File: src/hw/rtl/b64lw_pkg.sv
// Package for the base64 encoder with line wrapping.
// Holds the character constants, register indexes and the sextet lookup.
// Used by base64_encoder_line_wrap_unit; depends on nothing else.
`default_nettype none

package b64lw_pkg;

  localparam logic [7:0] CH_CR  = 8'd13;
  localparam logic [7:0] CH_LF  = 8'd10;
  localparam logic [7:0] CH_PAD = 8'd61;

  localparam logic [6:0] LINE_LEN_RESET = 7'd72;
  localparam logic [6:0] LINE_LEN_MIN   = 7'd16;
  localparam logic [6:0] LINE_LEN_MAX   = 7'd76;

  localparam int unsigned BURST_DEPTH = 6;

  typedef enum logic [1:0] {
    REG_LINE_LENGTH = 2'd0,
    REG_USE_CRLF    = 2'd1
  } reg_index_t;

  typedef logic [BURST_DEPTH-1:0][7:0] burst_t;

  function automatic logic [7:0] sextet_char(input logic [5:0] v);
    logic [7:0] r;
    if (v < 6'd26) begin
      r = 8'd65 + {2'b00, v};
    end else if (v < 6'd52) begin
      r = 8'd97 + {2'b00, v} - 8'd26;
    end else if (v < 6'd62) begin
      r = 8'd48 + {2'b00, v} - 8'd52;
    end else if (v == 6'd62) begin
      r = 8'd43;
    end else begin
      r = 8'd47;
    end
    return r;
  endfunction

endpackage

`default_nettype wire

File: src/hw/rtl/base64_encoder_line_wrap_unit.sv
// Streaming base64 encoder with line wrapping, one character per output beat.
// The characters of a taken beat go into the character buffer register, then one by one into the
// single character output register, which holds while out_stall is high. The input stalls while
// an item's characters drain, also for beats that emit nothing and only hold their byte.
// Reset (synchronous, active low) clears pending bytes, the column and the character buffer.
// Depends on b64lw_pkg.
`default_nettype none

module base64_encoder_line_wrap_unit
  import b64lw_pkg::*;
(
  input  wire logic       clk,
  input  wire logic       rst_n,
  input  wire logic       cfg_we,
  input  wire logic [1:0] cfg_index,
  input  wire logic [6:0] cfg_data,
  input  wire logic       in_valid,
  output logic            in_stall,
  input  wire logic [7:0] in_data_byte,
  input  wire logic       in_final_byte,
  output logic            out_valid,
  input  wire logic       out_stall,
  output logic [7:0]      out_char,
  output logic            out_last_char
);

  logic [6:0] line_length_r;
  logic       use_crlf_r;
  logic [7:0] held0_r;
  logic [7:0] held1_r;
  logic [1:0] held_count_r;
  logic [6:0] col_r;

  burst_t     burst_r;
  logic       burst_valid_r;
  logic [2:0] burst_idx_r;
  logic [2:0] burst_cnt_r;
  logic       burst_fin_r;

  logic       out_valid_r;
  logic [7:0] out_char_r;
  logic       out_last_r;

  logic [6:0] eff_len;
  logic       in_acc;
  logic       out_ld;
  logic       drain_done;
  logic       full_grp;
  logic       emit;
  logic [7:0] ga, gb, gc;
  logic [6:0] col4;
  logic       brk;
  logic       col_brk;
  burst_t     burst_nxt;
  logic [2:0] cnt_nxt;
  logic [6:0] col_nxt;
  logic [1:0] held_count_nxt;

  assign eff_len = (line_length_r >= LINE_LEN_MIN && line_length_r <= LINE_LEN_MAX) ?
                   {line_length_r[6:2], 2'b00} : LINE_LEN_RESET;

  assign out_ld     = !out_valid_r || !out_stall;
  assign drain_done = burst_valid_r && out_ld && (burst_idx_r == burst_cnt_r - 3'd1);
  assign in_stall   = burst_valid_r && !drain_done;
  assign in_acc     = in_valid && !in_stall;

  always_comb begin
    full_grp = held_count_r[1];
    emit     = full_grp || in_final_byte;
    if (full_grp) begin
      ga = held0_r;
      gb = held1_r;
      gc = in_data_byte;
    end else if (held_count_r[0]) begin
      ga = held0_r;
      gb = in_data_byte;
      gc = 8'd0;
    end else begin
      ga = in_data_byte;
      gb = 8'd0;
      gc = 8'd0;
    end
    col4    = col_r + 7'd4;
    col_brk = full_grp && (col4 >= eff_len);
    brk     = col_brk || (in_final_byte && col4 != 7'd0);

    burst_nxt[0] = sextet_char(ga[7:2]);
    burst_nxt[1] = sextet_char({ga[1:0], gb[7:4]});
    burst_nxt[2] = (full_grp || held_count_r[0]) ? sextet_char({gb[3:0], gc[7:6]}) : CH_PAD;
    burst_nxt[3] = full_grp ? sextet_char(gc[5:0]) : CH_PAD;
    burst_nxt[4] = use_crlf_r ? CH_CR : CH_LF;
    burst_nxt[5] = CH_LF;

    if (!brk) begin
      cnt_nxt = 3'd4;
    end else if (use_crlf_r) begin
      cnt_nxt = 3'd6;
    end else begin
      cnt_nxt = 3'd5;
    end

    if (in_final_byte || col_brk) begin
      col_nxt = 7'd0;
    end else if (full_grp) begin
      col_nxt = col4;
    end else begin
      col_nxt = col_r;
    end

    held_count_nxt = emit ? 2'd0 : held_count_r + 2'd1;
  end

  always_ff @(posedge clk) begin
    if (!rst_n) begin
      line_length_r <= LINE_LEN_RESET;
      use_crlf_r    <= 1'b0;
      held_count_r  <= 2'd0;
      col_r         <= 7'd0;
      held0_r       <= 8'd0;
      held1_r       <= 8'd0;
      burst_valid_r <= 1'b0;
      burst_idx_r   <= 3'd0;
      out_valid_r   <= 1'b0;
    end else begin
      if (cfg_we) begin
        if (cfg_index == REG_LINE_LENGTH) begin
          line_length_r <= cfg_data;
        end else if (cfg_index == REG_USE_CRLF) begin
          use_crlf_r <= cfg_data[0];
        end
      end

      if (out_ld) begin
        out_valid_r <= burst_valid_r;
        if (burst_valid_r) begin
          out_char_r <= burst_r[burst_idx_r];
          out_last_r <= burst_fin_r && (burst_idx_r == burst_cnt_r - 3'd1);
        end
      end

      if (in_acc) begin
        held_count_r <= held_count_nxt;
        col_r        <= col_nxt;
        if (!emit && !held_count_r[0]) begin
          held0_r <= in_data_byte;
        end
        if (!emit && held_count_r[0]) begin
          held1_r <= in_data_byte;
        end
      end

      if (in_acc && emit) begin
        burst_r       <= burst_nxt;
        burst_cnt_r   <= cnt_nxt;
        burst_fin_r   <= in_final_byte;
        burst_idx_r   <= 3'd0;
        burst_valid_r <= 1'b1;
      end else begin
        if (drain_done) begin
          burst_valid_r <= 1'b0;
        end
        if (out_ld && burst_valid_r) begin
          burst_idx_r <= burst_idx_r + 3'd1;
        end
      end
    end
  end

  assign out_valid     = out_valid_r;
  assign out_char      = out_char_r;
  assign out_last_char = out_last_r;

  a_held_count_range: assert property (@(posedge clk) disable iff (!rst_n)
    held_count_r != 2'd3)
    else $error("held byte count out of range");

  a_final_clears: assert property (@(posedge clk) disable iff (!rst_n)
    in_valid && !in_stall && in_final_byte |=> col_r == 7'd0 && held_count_r == 2'd0)
    else $error("final beat did not clear column and held bytes");

  a_stall_needs_burst: assert property (@(posedge clk) disable iff (!rst_n)
    in_stall |-> burst_valid_r)
    else $error("input stalled without pending characters");

  a_idx_in_burst: assert property (@(posedge clk) disable iff (!rst_n)
    burst_valid_r |-> burst_idx_r < burst_cnt_r && burst_cnt_r >= 3'd4)
    else $error("burst index beyond character count");

  a_last_is_lf: assert property (@(posedge clk) disable iff (!rst_n)
    out_valid_r && out_last_r |-> out_char_r == CH_LF)
    else $error("last character of a message is not a line feed");

endmodule

`default_nettype wire
File: config.mk
export PLATFORM = sky130hd
export DESIGN_NAME = base64_encoder_line_wrap_unit
export DESIGN_NICKNAME = d
export VERILOG_FILES = /design/src/hw/rtl/b64lw_pkg.sv /design/src/hw/rtl/base64_encoder_line_wrap_unit.sv
export SDC_FILE = /design/constraint.sdc
export NUM_CORES = 1
export LEC_CHECK = 0
export BUFFER_PORTS_ARGS = -buffer_cell sky130_fd_sc_hd__buf_2
export CAP_MARGIN = 0
export CORE_MARGIN = 1
export CORE_UTILIZATION = 50
export DETAILED_ROUTE_END_ITERATION = 6
export PLACE_DENSITY = 0.7
export RECOVER_POWER = 50
export SLEW_MARGIN = 20
export SYNTH_ARGS = -nofsm -noshare
export SYNTH_HDL_FRONTEND = slang
export SYNTH_SLANG_ARGS = --single-unit
File: constraint.sdc
create_clock -name clk -period 5.7 [get_ports clk]
set_clock_uncertainty 0.1 [all_clocks]
set_input_delay 0.57 -clock clk [delete_from_list [all_inputs] [get_ports clk]]
set_output_delay 0.57 -clock clk [all_outputs]
set_load 0.01 [all_outputs]
* Word level (Yosys, flattened, before mapping)
Cells that the tools add are included.
Widths: inputs -> output; s select.
** Cells by class
- Reductions and logical operators :: 34
- Equality and inequality tests :: 6
- Order comparisons :: 16
- Muxes and demuxes :: 31
- Add/subtract/negate cells :: 24
- Bitwise operators :: 2
** Operator list (number)
- $mux 8 :: 18
- $add 7x6->8 const A :: 8
- $lt 6x6->1 const B :: 8
- $sub 7x6->8 const B :: 4
- $sub 8x5->8 const B :: 4
- $add 6x6->7 const A :: 4
- $bmux 8 s3 :: 1
- $eq 6x6->1 const B :: 4
- $lt 6x5->1 const B :: 4
- $mux 7 :: 3
- $mux 3 :: 5
- $logic_and 1x1->1 :: 11
- $reduce_and 2->1 :: 5
- $add 7x3->7 const B :: 1
- $ge 7x5->1 const B :: 1
- $ge 7x7->1 :: 1
- $le 7x7->1 const B :: 1
- $reduce_bool 7->1 :: 1
- $logic_not 1->1 :: 6
- $reduce_and 3->1 :: 2
- $logic_or 1x1->1 :: 5
- $lt 3x4->1 const B :: 1
- $mux 2 :: 2
- $reduce_bool 2->1 :: 2
- other kinds (9) :: 11
** Storage, ports and cells
- Output and inout bits :: 11
- Word-level logic and storage cells :: 131
- Input port bits :: 23
- Register bits :: 91

* Depth between registers and ports, before layout
Gate-level depths: netlist of the first run.
- Depth in word-level cells :: 10
- Depth in mapped cells :: 12
- Depth with buffers taken out :: 9

* Least setup slack after synthesis of the first run
No wires, ideal clock.
- Path kind :: register -> register
- Start point :: reg burst_cnt_r[0]
- End point :: reg burst_cnt_r[0], enable pin
- Stages on the path, launching flop included :: 7
- Data arrival time :: 3.144 ns
- Required time :: 5.169 ns
- Library setup time :: 0.431 ns
- Slack :: 2.024 ns
- Path buffers :: 0
- Clock period less this slack :: 3.676 ns
- Path through :: edfxtp_1 > inv_1 > ha_1 > xnor2_1 > o41ai_4 > nand2_1 > nor2_1
** Between the ends
- Longest elaborated chain between the ends :: 9
** RTL lines
- start: declaration :: RTL line base64_encoder_line_wrap_unit.sv:37 : logic [2:0] burst_cnt_r;
- start signal: assignment :: RTL line base64_encoder_line_wrap_unit.sv:154 : burst_cnt_r <= cnt_nxt;
- $sub 3x1->3 :: RTL line base64_encoder_line_wrap_unit.sv:63 : assign drain_done = burst_valid_r && out_ld && (burst_idx_r == burst_cnt_r - 3'd1);
- $eq 3x3->1 :: RTL line base64_encoder_line_wrap_unit.sv:63
- $logic_and 1x1->1 :: RTL line base64_encoder_line_wrap_unit.sv:63
- $logic_not 1->1 :: RTL line base64_encoder_line_wrap_unit.sv:64 : assign in_stall = burst_valid_r && !drain_done;
- $logic_and 1x1->1 :: RTL line base64_encoder_line_wrap_unit.sv:64
- $logic_not 1->1 :: RTL line base64_encoder_line_wrap_unit.sv:65 : assign in_acc = in_valid && !in_stall;
- $logic_and 1x1->1 :: RTL line base64_encoder_line_wrap_unit.sv:65
- $logic_and 1x1->1 :: RTL line base64_encoder_line_wrap_unit.sv:152 : if (in_acc && emit) begin
- $reduce_and 2->1 (no line)
No other way between the ends.
A chain may end at the register's enable or synchronous reset.

* Final worst setup path of the first run
- Start point :: reg burst_idx_r[0]
- End point :: out in_stall
** Between the ends
- Longest elaborated chain between the ends :: 4
** RTL lines
- start: declaration :: RTL line base64_encoder_line_wrap_unit.sv:36 : logic [2:0] burst_idx_r;
- start signal: assignment :: RTL line base64_encoder_line_wrap_unit.sv:163 : burst_idx_r <= burst_idx_r + 3'd1;
- $eq 3x3->1 :: RTL line base64_encoder_line_wrap_unit.sv:63
- $logic_and 1x1->1 :: RTL line base64_encoder_line_wrap_unit.sv:63
- $logic_not 1->1 :: RTL line base64_encoder_line_wrap_unit.sv:64
- $logic_and 1x1->1 :: RTL line base64_encoder_line_wrap_unit.sv:64
- end: declaration :: RTL line base64_encoder_line_wrap_unit.sv:18 : output logic in_stall,
No other way between the ends.

==> flow_metrics.py, run 1 <==
metrics = {
    "outcome": {
        "status": "complete, but fails checks",
        "violations": "max-capacitance violations, max-slew violations",
    },
    "sta": {
        "setup_violations": 0,
        "final_hold_viol_count": 0,
        "period_share_pct": 67.3,
        "holdWs_ps": 320,
        "worst_slew_pin_slew_ps": 1610,
        "fin_tns_setup_ps": 0,
        "rsz0062_at_grt": "false",
        "relSlewSlack_pct": -9.05,
        "fmax_mhz": 261,
        "slew_violations": 10,
        "min_period_ps": 3840,
    },
    "die": {
        "die_x_um": 104,
        "io_pins": 34,
        "rows": 37,
        "fp.dieH_um": 104,
        "start_util_pct": 51.3,
        "die_area_mm2": 0.0109,
        "core-area_mm2": 0.0102,
    },
    "clocking": {
        "cts-htree-levels": 3,
        "root_buffer": "clkbuf_8",
        "clk_pin_slew_ps": 90,
        "clk_latency_ps": 360,
        "post_cts_buffers": 0,
        "postCtsHoldBufs": 0,
        "cts_tree": "done",
        "numCtsBuffers": 9,
        "cts_num_sinks": 82,
        "cts-resized-gates": 0,
        "clockBufferDepth": 2,
    },
    "power_and_ir_drop": {
        "pwr-share-seq_pct": 51.4,
        "power_mw": 1.29,
        "p_sw_share_pct": 28.1,
        "powerDensity_mw_per_mm2": 230,
        "p_switching_mw": 0.364,
        "p_leak_nw": 2.23,
        "comb_power_share_pct": 14.8,
        "max-vdd-ir-drop_v": 0.000124,
        "p_int_mw": 0.931,
        "clockPowerShare_pct": 33.7,
    },
    "detailed_routing": {
        "ant_nets": 0,
        "wl_mm": 12.7,
        "drcViolationCount": 0,
        "vias_per_cell": 6.00,
        "first_pass_iters": 5,
        "vias": 4354,
        "drtIter0Drc": 351,
        "avgRoutedWirePerCell_um": 17.6,
    },
    "finish": {
        "antenna_cells": 0,
        "drive_above_1_share_pct": 10.0,
        "area_growth_pct": 7.28,
        "nets": 637,
        "final_area_mm2": 0.00563,
        "fillers": 917,
    },
    "synthesis": {
        "synth_top_area_share_pct": 26.3,
        "synth.largest_area_cell": "edfxtp_1",
        "synth_seq_area_share_pct": 40.1,
        "synth_fp_nets": 624,
        "synth_ff_type": "edfxtp_1",
        "syn_area_mm2": 0.00525,
        "synth_cell_type_count": 69,
        "netlist_instances": 572,
        "synth_area_leaders": "edfxtp_1 (26%), dfxtp_1 (14%), ha_1 (6.9%)",
        "synth-seq-cells": 82,
        "syn_area_per_cell_um2": 9.17,
        "synth-warning-count": 0,
        "synth_edf_count": 46,
        "async_flop_share_pct": 0,
    },
    "grt": {
        "grt_max_degree": 42,
        "grt_pass1_vias": 4077,
        "grtUsageTotal_pct": 24.4,
        "grt_first_pass_wirelength_mm": 21.0,
        "antenna_found_initial": 0,
        "grt-ovfl-total": 0,
    },
    "worst_setup_path": {
        "crit_arrival_ps": 3170,
        "worst_r2r_startpoint": "burst_idx_r[0]",
        "endpoint_kind": "output port",
        "cp.required_ps": 5030,
        "reg2regPathDepth": 5,
        "path_max_fanout": 14,
        "crit_start": "burst_idx_r[0]",
        "reg2reg_slack_ps": 1880,
        "crit_type": "register to output port",
        "crit_path_end": "in_stall",
        "start_kind": "register",
        "reg2reg_to": "held0_r[0]",
    },
    "place": {
        "gp_congestion": 0.863,
        "placed_area_mm2": 0.00546,
        "io_buffers": 33,
        "hpwl_mm": 9.51,
    },
    "flow_run": {
        "max_cap_viol_count": 1,
    },
    "worst_hold_path": {
        "hold_class": "input port to register",
    },
}
through the flow:
stage,instances,util (%),worst slack (ps)
after floorplan,572,-,2020
after global placement,710,53.4,2200
after detailed placement,710,53.4,2050
after CTS,726,55.4,2000
after global routing,726,55.0,1390
final,726,55.0,1860
cell usage after synthesis (8+ instances only):
library cell   n
nor2_1        34
nand3_1       38
buf_2          9
edfxtp_1      46
nand2_1       58
nor3_1         8
clkbuf_1      20
o21ai_0       42
a21oi_1       37
ha_1          29
xnor2_1        9
dfxtp_1       36
a22oi_1       10
inv_1         38
mux2i_1       14
power groups by stage:
stage,combinational (mW),clock [mW],sequential [mW]
floorplan,0.148,0,0.670
global placement,0.187,0,0.680
detailed placement,0.191,0,0.680
CTS,0.192,0.443,0.666
global route,0.213,0.469,0.669
finish,0.192,0.436,0.666
layer usage:
layer	GRT usage, %	vias to the layer above	part of all wire [%]
met1	35.4	2083	49
met2	37.7	133	45
li1	-	2125	-
met3	3.51	13	4.6
met4	7.14	0	1.4
met5	0	-	0
registers in the layout, indices dropped and copies added, names as in the netlist, 2 cells and up:
name / count
held_count_r: 2
held1_r: 8
col_r: 5
held0_r: 8
burst_cnt_r: 2
burst_idx_r: 3
burst_r: 34
out_char: 8
line_length_r: 7
how the worst min path moves through the flow:
stage	startpoint	to	slack (ps)	cells after the start
after global placement	use_crlf_r	burst_r[32]	350	0
after global routing	cfg_data[6]	line_length_r[6]	320	3
after detailed placement	use_crlf_r	burst_r[32]	360	0
after CTS	cfg_data[3]	line_length_r[3]	320	3
final	cfg_data[3]	line_length_r[3]	320	3
after floorplan	use_crlf_r	burst_r[32]	330	0
layout make-up:
| class | count | area, µm² | area share (%) |
|---|---|---|---|
| clock buffers | 9 | 124 | 2.20 |
| clock inverters | 7 | 80.1 | 1.42 |
| inverters | 38 | 143 | 2.54 |
| multi-input cells | 418 | 2840 | 50.4 |
| flip-flops and latches | 82 | 2100 | 37.4 |
| well taps | 136 | 170 | 3.02 |
| repair buffers | 36 | 173 | 3.07 |
cell families after synthesis:
logic type | count (synthesis) | synth area share [%]
adder cells (fa/ha/maj) | 29 | 6.92
buffers and inverters | 72 | 5.44
flip-flops | 82 | 40.1
AND/OR/NAND/NOR | 194 | 18.6
AO/OA/AOI/OAI | 154 | 19.5
multiplexers | 26 | 6.97
XOR/XNOR | 15 | 2.50
critical path, stage by stage (launching register included):
cell and delay, ps:
dfxtp_1 810, xnor2_1 220, o41ai_1 1400, inv_1 170
buf_2 220
cell usage in the layout, fill, tap and decap left out, types with 10 or more instances in the layout:
cell / synthesis / final
nand2_1: 58 / 58
edfxtp_1: 46 / 46
o21ai_0: 42 / 42
nand3_1: 38 / 40
inv_1: 38 / 38
a21oi_1: 37 / 37
dfxtp_1: 36 / 36
nor2_1: 34 / 33
ha_1: 29 / 29
buf_2: 9 / 21
mux2i_1: 14 / 13
clkbuf_1: 20 / 12
a22oi_1: 10 / 10
Note: power is estimated with default switching activity, not from simulation.
==> run 2, diff against run 1 <==
Clock period 5.7 ns to 3.6 ns, I/O delays scaled along.
==> run 2 against run 1 <==
  * The run now ends clean
  * Non-clock buffer count is 7 higher
  * Combinational power is 64% higher
  * Setup slack worse by 1600 ps
  * Clock power is 46% higher
  * Cell area is 0.71% higher
  * Sequential power is 58% higher
  * Largest power group unchanged
  * Sequential share of layout area is 0.26 points lower
  * Via count is 0.90% higher
  * Wire length is 1.2% lower
==> flow_metrics.py, run 2 (synthesis results as in run 1) <==
metrics = {
    "finish": {
        "seq_area_mm2": 0.00210,
        "area_growth_pct": 8.04,
        "multi_input_area_mm2": 0.00285,
        "largest-register": "burst_r",
        "layout_commonest_cell": "nand2_1",
        "nets": 644,
        "largest_reg_flops": 34,
        "final_cell_mix": "nand2_1 (58), edfxtp_1 (46), o21ai_0 (43)",
        "drive_above_1_share_pct": 10.6,
        "antenna_cells": 0,
        "finalNonFillerCells": 733,
        "utilization_pct": 55.4,
        "fillers": 934,
    },
    "die": {
        "die_x_um": 104,
        "die_area_mm2": 0.0109,
        "io_pins": 34,
        "rows": 37,
        "core-area_mm2": 0.0102,
        "fp.dieH_um": 104,
        "start_util_pct": 51.3,
    },
    "grt": {
        "grt_max_degree": 39,
        "grt_first_pass_wirelength_mm": 20.5,
        "antenna_found_initial": 0,
        "grt-ovfl-total": 0,
        "grtUsageTotal_pct": 23.9,
        "grt_pass1_vias": 4023,
    },
    "clocking": {
        "cts-resized-gates": 0,
        "clockBufferDepth": 2,
        "root_buffer": "clkbuf_8",
        "cts-htree-levels": 3,
        "post_cts_buffers": 0,
        "clk_latency_ps": 350,
        "numCtsBuffers": 9,
        "clk_pin_slew_ps": 100,
        "cts_tree": "done",
        "postCtsHoldBufs": 0,
        "cts_num_sinks": 82,
    },
    "detailed_routing": {
        "vias_per_cell": 5.99,
        "avgRoutedWirePerCell_um": 17.2,
        "wl_mm": 12.6,
        "ant_nets": 0,
        "drtIter0Drc": 298,
        "drcViolationCount": 0,
        "vias": 4393,
        "first_pass_iters": 5,
    },
    "place": {
        "io_buffers": 33,
        "dp_cells": 717,
        "hpwl_mm": 9.30,
        "gp_congestion": 0.881,
        "pre_cts_ws_ps": 371,
    },
    "sta": {
        "relSlewSlack_pct": 9.52,
        "setup_violations": 0,
        "slew_violations": 0,
        "fmax_mhz": 300,
        "rsz0062_at_grt": "false",
        "setup_ws_ps": 263,
        "period_share_pct": 92.7,
        "min_period_ps": 3340,
        "fin_tns_setup_ps": 0,
        "worst_slew_pin_slew_ps": 1360,
        "final_hold_viol_count": 0,
    },
    "worst_setup_path": {
        "crit_type": "register to register",
        "endpoint_kind": "register",
        "path_max_fanout": 7,
        "cp.required_ps": 3680,
        "start_kind": "register",
        "crit_arrival_ps": 3410,
    },
    "worst_hold_path": {
        "hold_class": "input port to register",
    },
    "power_and_ir_drop": {
        "p_switching_mw": 0.592,
        "clockPowerShare_pct": 31.9,
        "comb_power_share_pct": 15.7,
        "p_sw_share_pct": 29.6,
        "p_leak_nw": 2.25,
        "pwr-share-seq_pct": 52.5,
        "p_int_mw": 1.41,
        "max-vdd-ir-drop_v": 0.000239,
        "powerDensity_mw_per_mm2": 353,
    },
    "flow_run": {
        "max_cap_viol_count": 0,
    },
    "outcome": {
        "status": "complete, no violations",
    },
}
==> run 2: cell count changes in the layout (fill, tap and decap cells not counted), sizes merged <==
| cell | change |
|---|---|
| clkinv | +3 |
| bufinv | -1 |
| buf | +4 |
| inv | -2 |
| clkbuf | +3 |
==> run 2: layout make-up <==
cell class                      count  share of cell area [%]
Clock inverter                      7                    1.13
Tap cell                          136                    3.00
Clock buffer                        9                    2.19
Multi-Input combinational cell    418                    50.3
Timing Repair Buffer               43                    3.78
Inverter                           38                    2.52
Sequential cell                    82                    37.1
==> run 2: stage by stage <==
| step | cell area, µm² | total power, mW | hold WS (ps) |
|---|---|---|---|
| floorplan | 5250 | 1.30 | 331 |
| global placement | 5520 | 1.38 | 354 |
| detailed placement | 5520 | 1.38 | 349 |
| CTS | 5700 | 2.02 | 103 |
| global route | 5670 | 2.10 | 114 |
| finish | 5670 | 2.00 | 126 |
==> run 2: path summary, 6_finish.rpt <==
check,start,endpoint,slack (ps),depth (start not counted)
worst max register to register,held_count_r[1],burst_r[13],260,8
worst min-delay path,cfg_data[3],line_length_r[3],130,3
worst max-delay path,held_count_r[1],burst_r[13],260,8
worst min register to register,use_crlf_r,burst_r[32],370,0
==> run 2: power by group through the flow <==
stage | Clock, mW | Combinational, mW | Sequential, mW
after global placement | 0 | 0.308 | 1.07
after global routing | 0.696 | 0.346 | 1.05
after detailed placement | 0 | 0.313 | 1.07
after CTS | 0.656 | 0.314 | 1.05
final | 0.638 | 0.314 | 1.05
after floorplan | 0 | 0.235 | 1.06
==> run 2: per-layer routing <==
layer | vias up | wire length [µm] | track usage [%]
met5 | - | 0 | 0
li1 | 2147 | - | -
met3 | 13 | 703 | 4.14
met4 | 0 | 116 | 5.82
met2 | 149 | 6070 | 38.9
met1 | 2084 | 5700 | 33.0
==> run 2: worst max-delay path: stages, from the launching register on <==
cell,delay (ps)
dfxtp_1,390
clkbuf_1,200
a22oi_1,460
inv_1,230
ha_1,320
o32ai_1,550
and2_0,330
mux2_2,370
o221ai_1,210
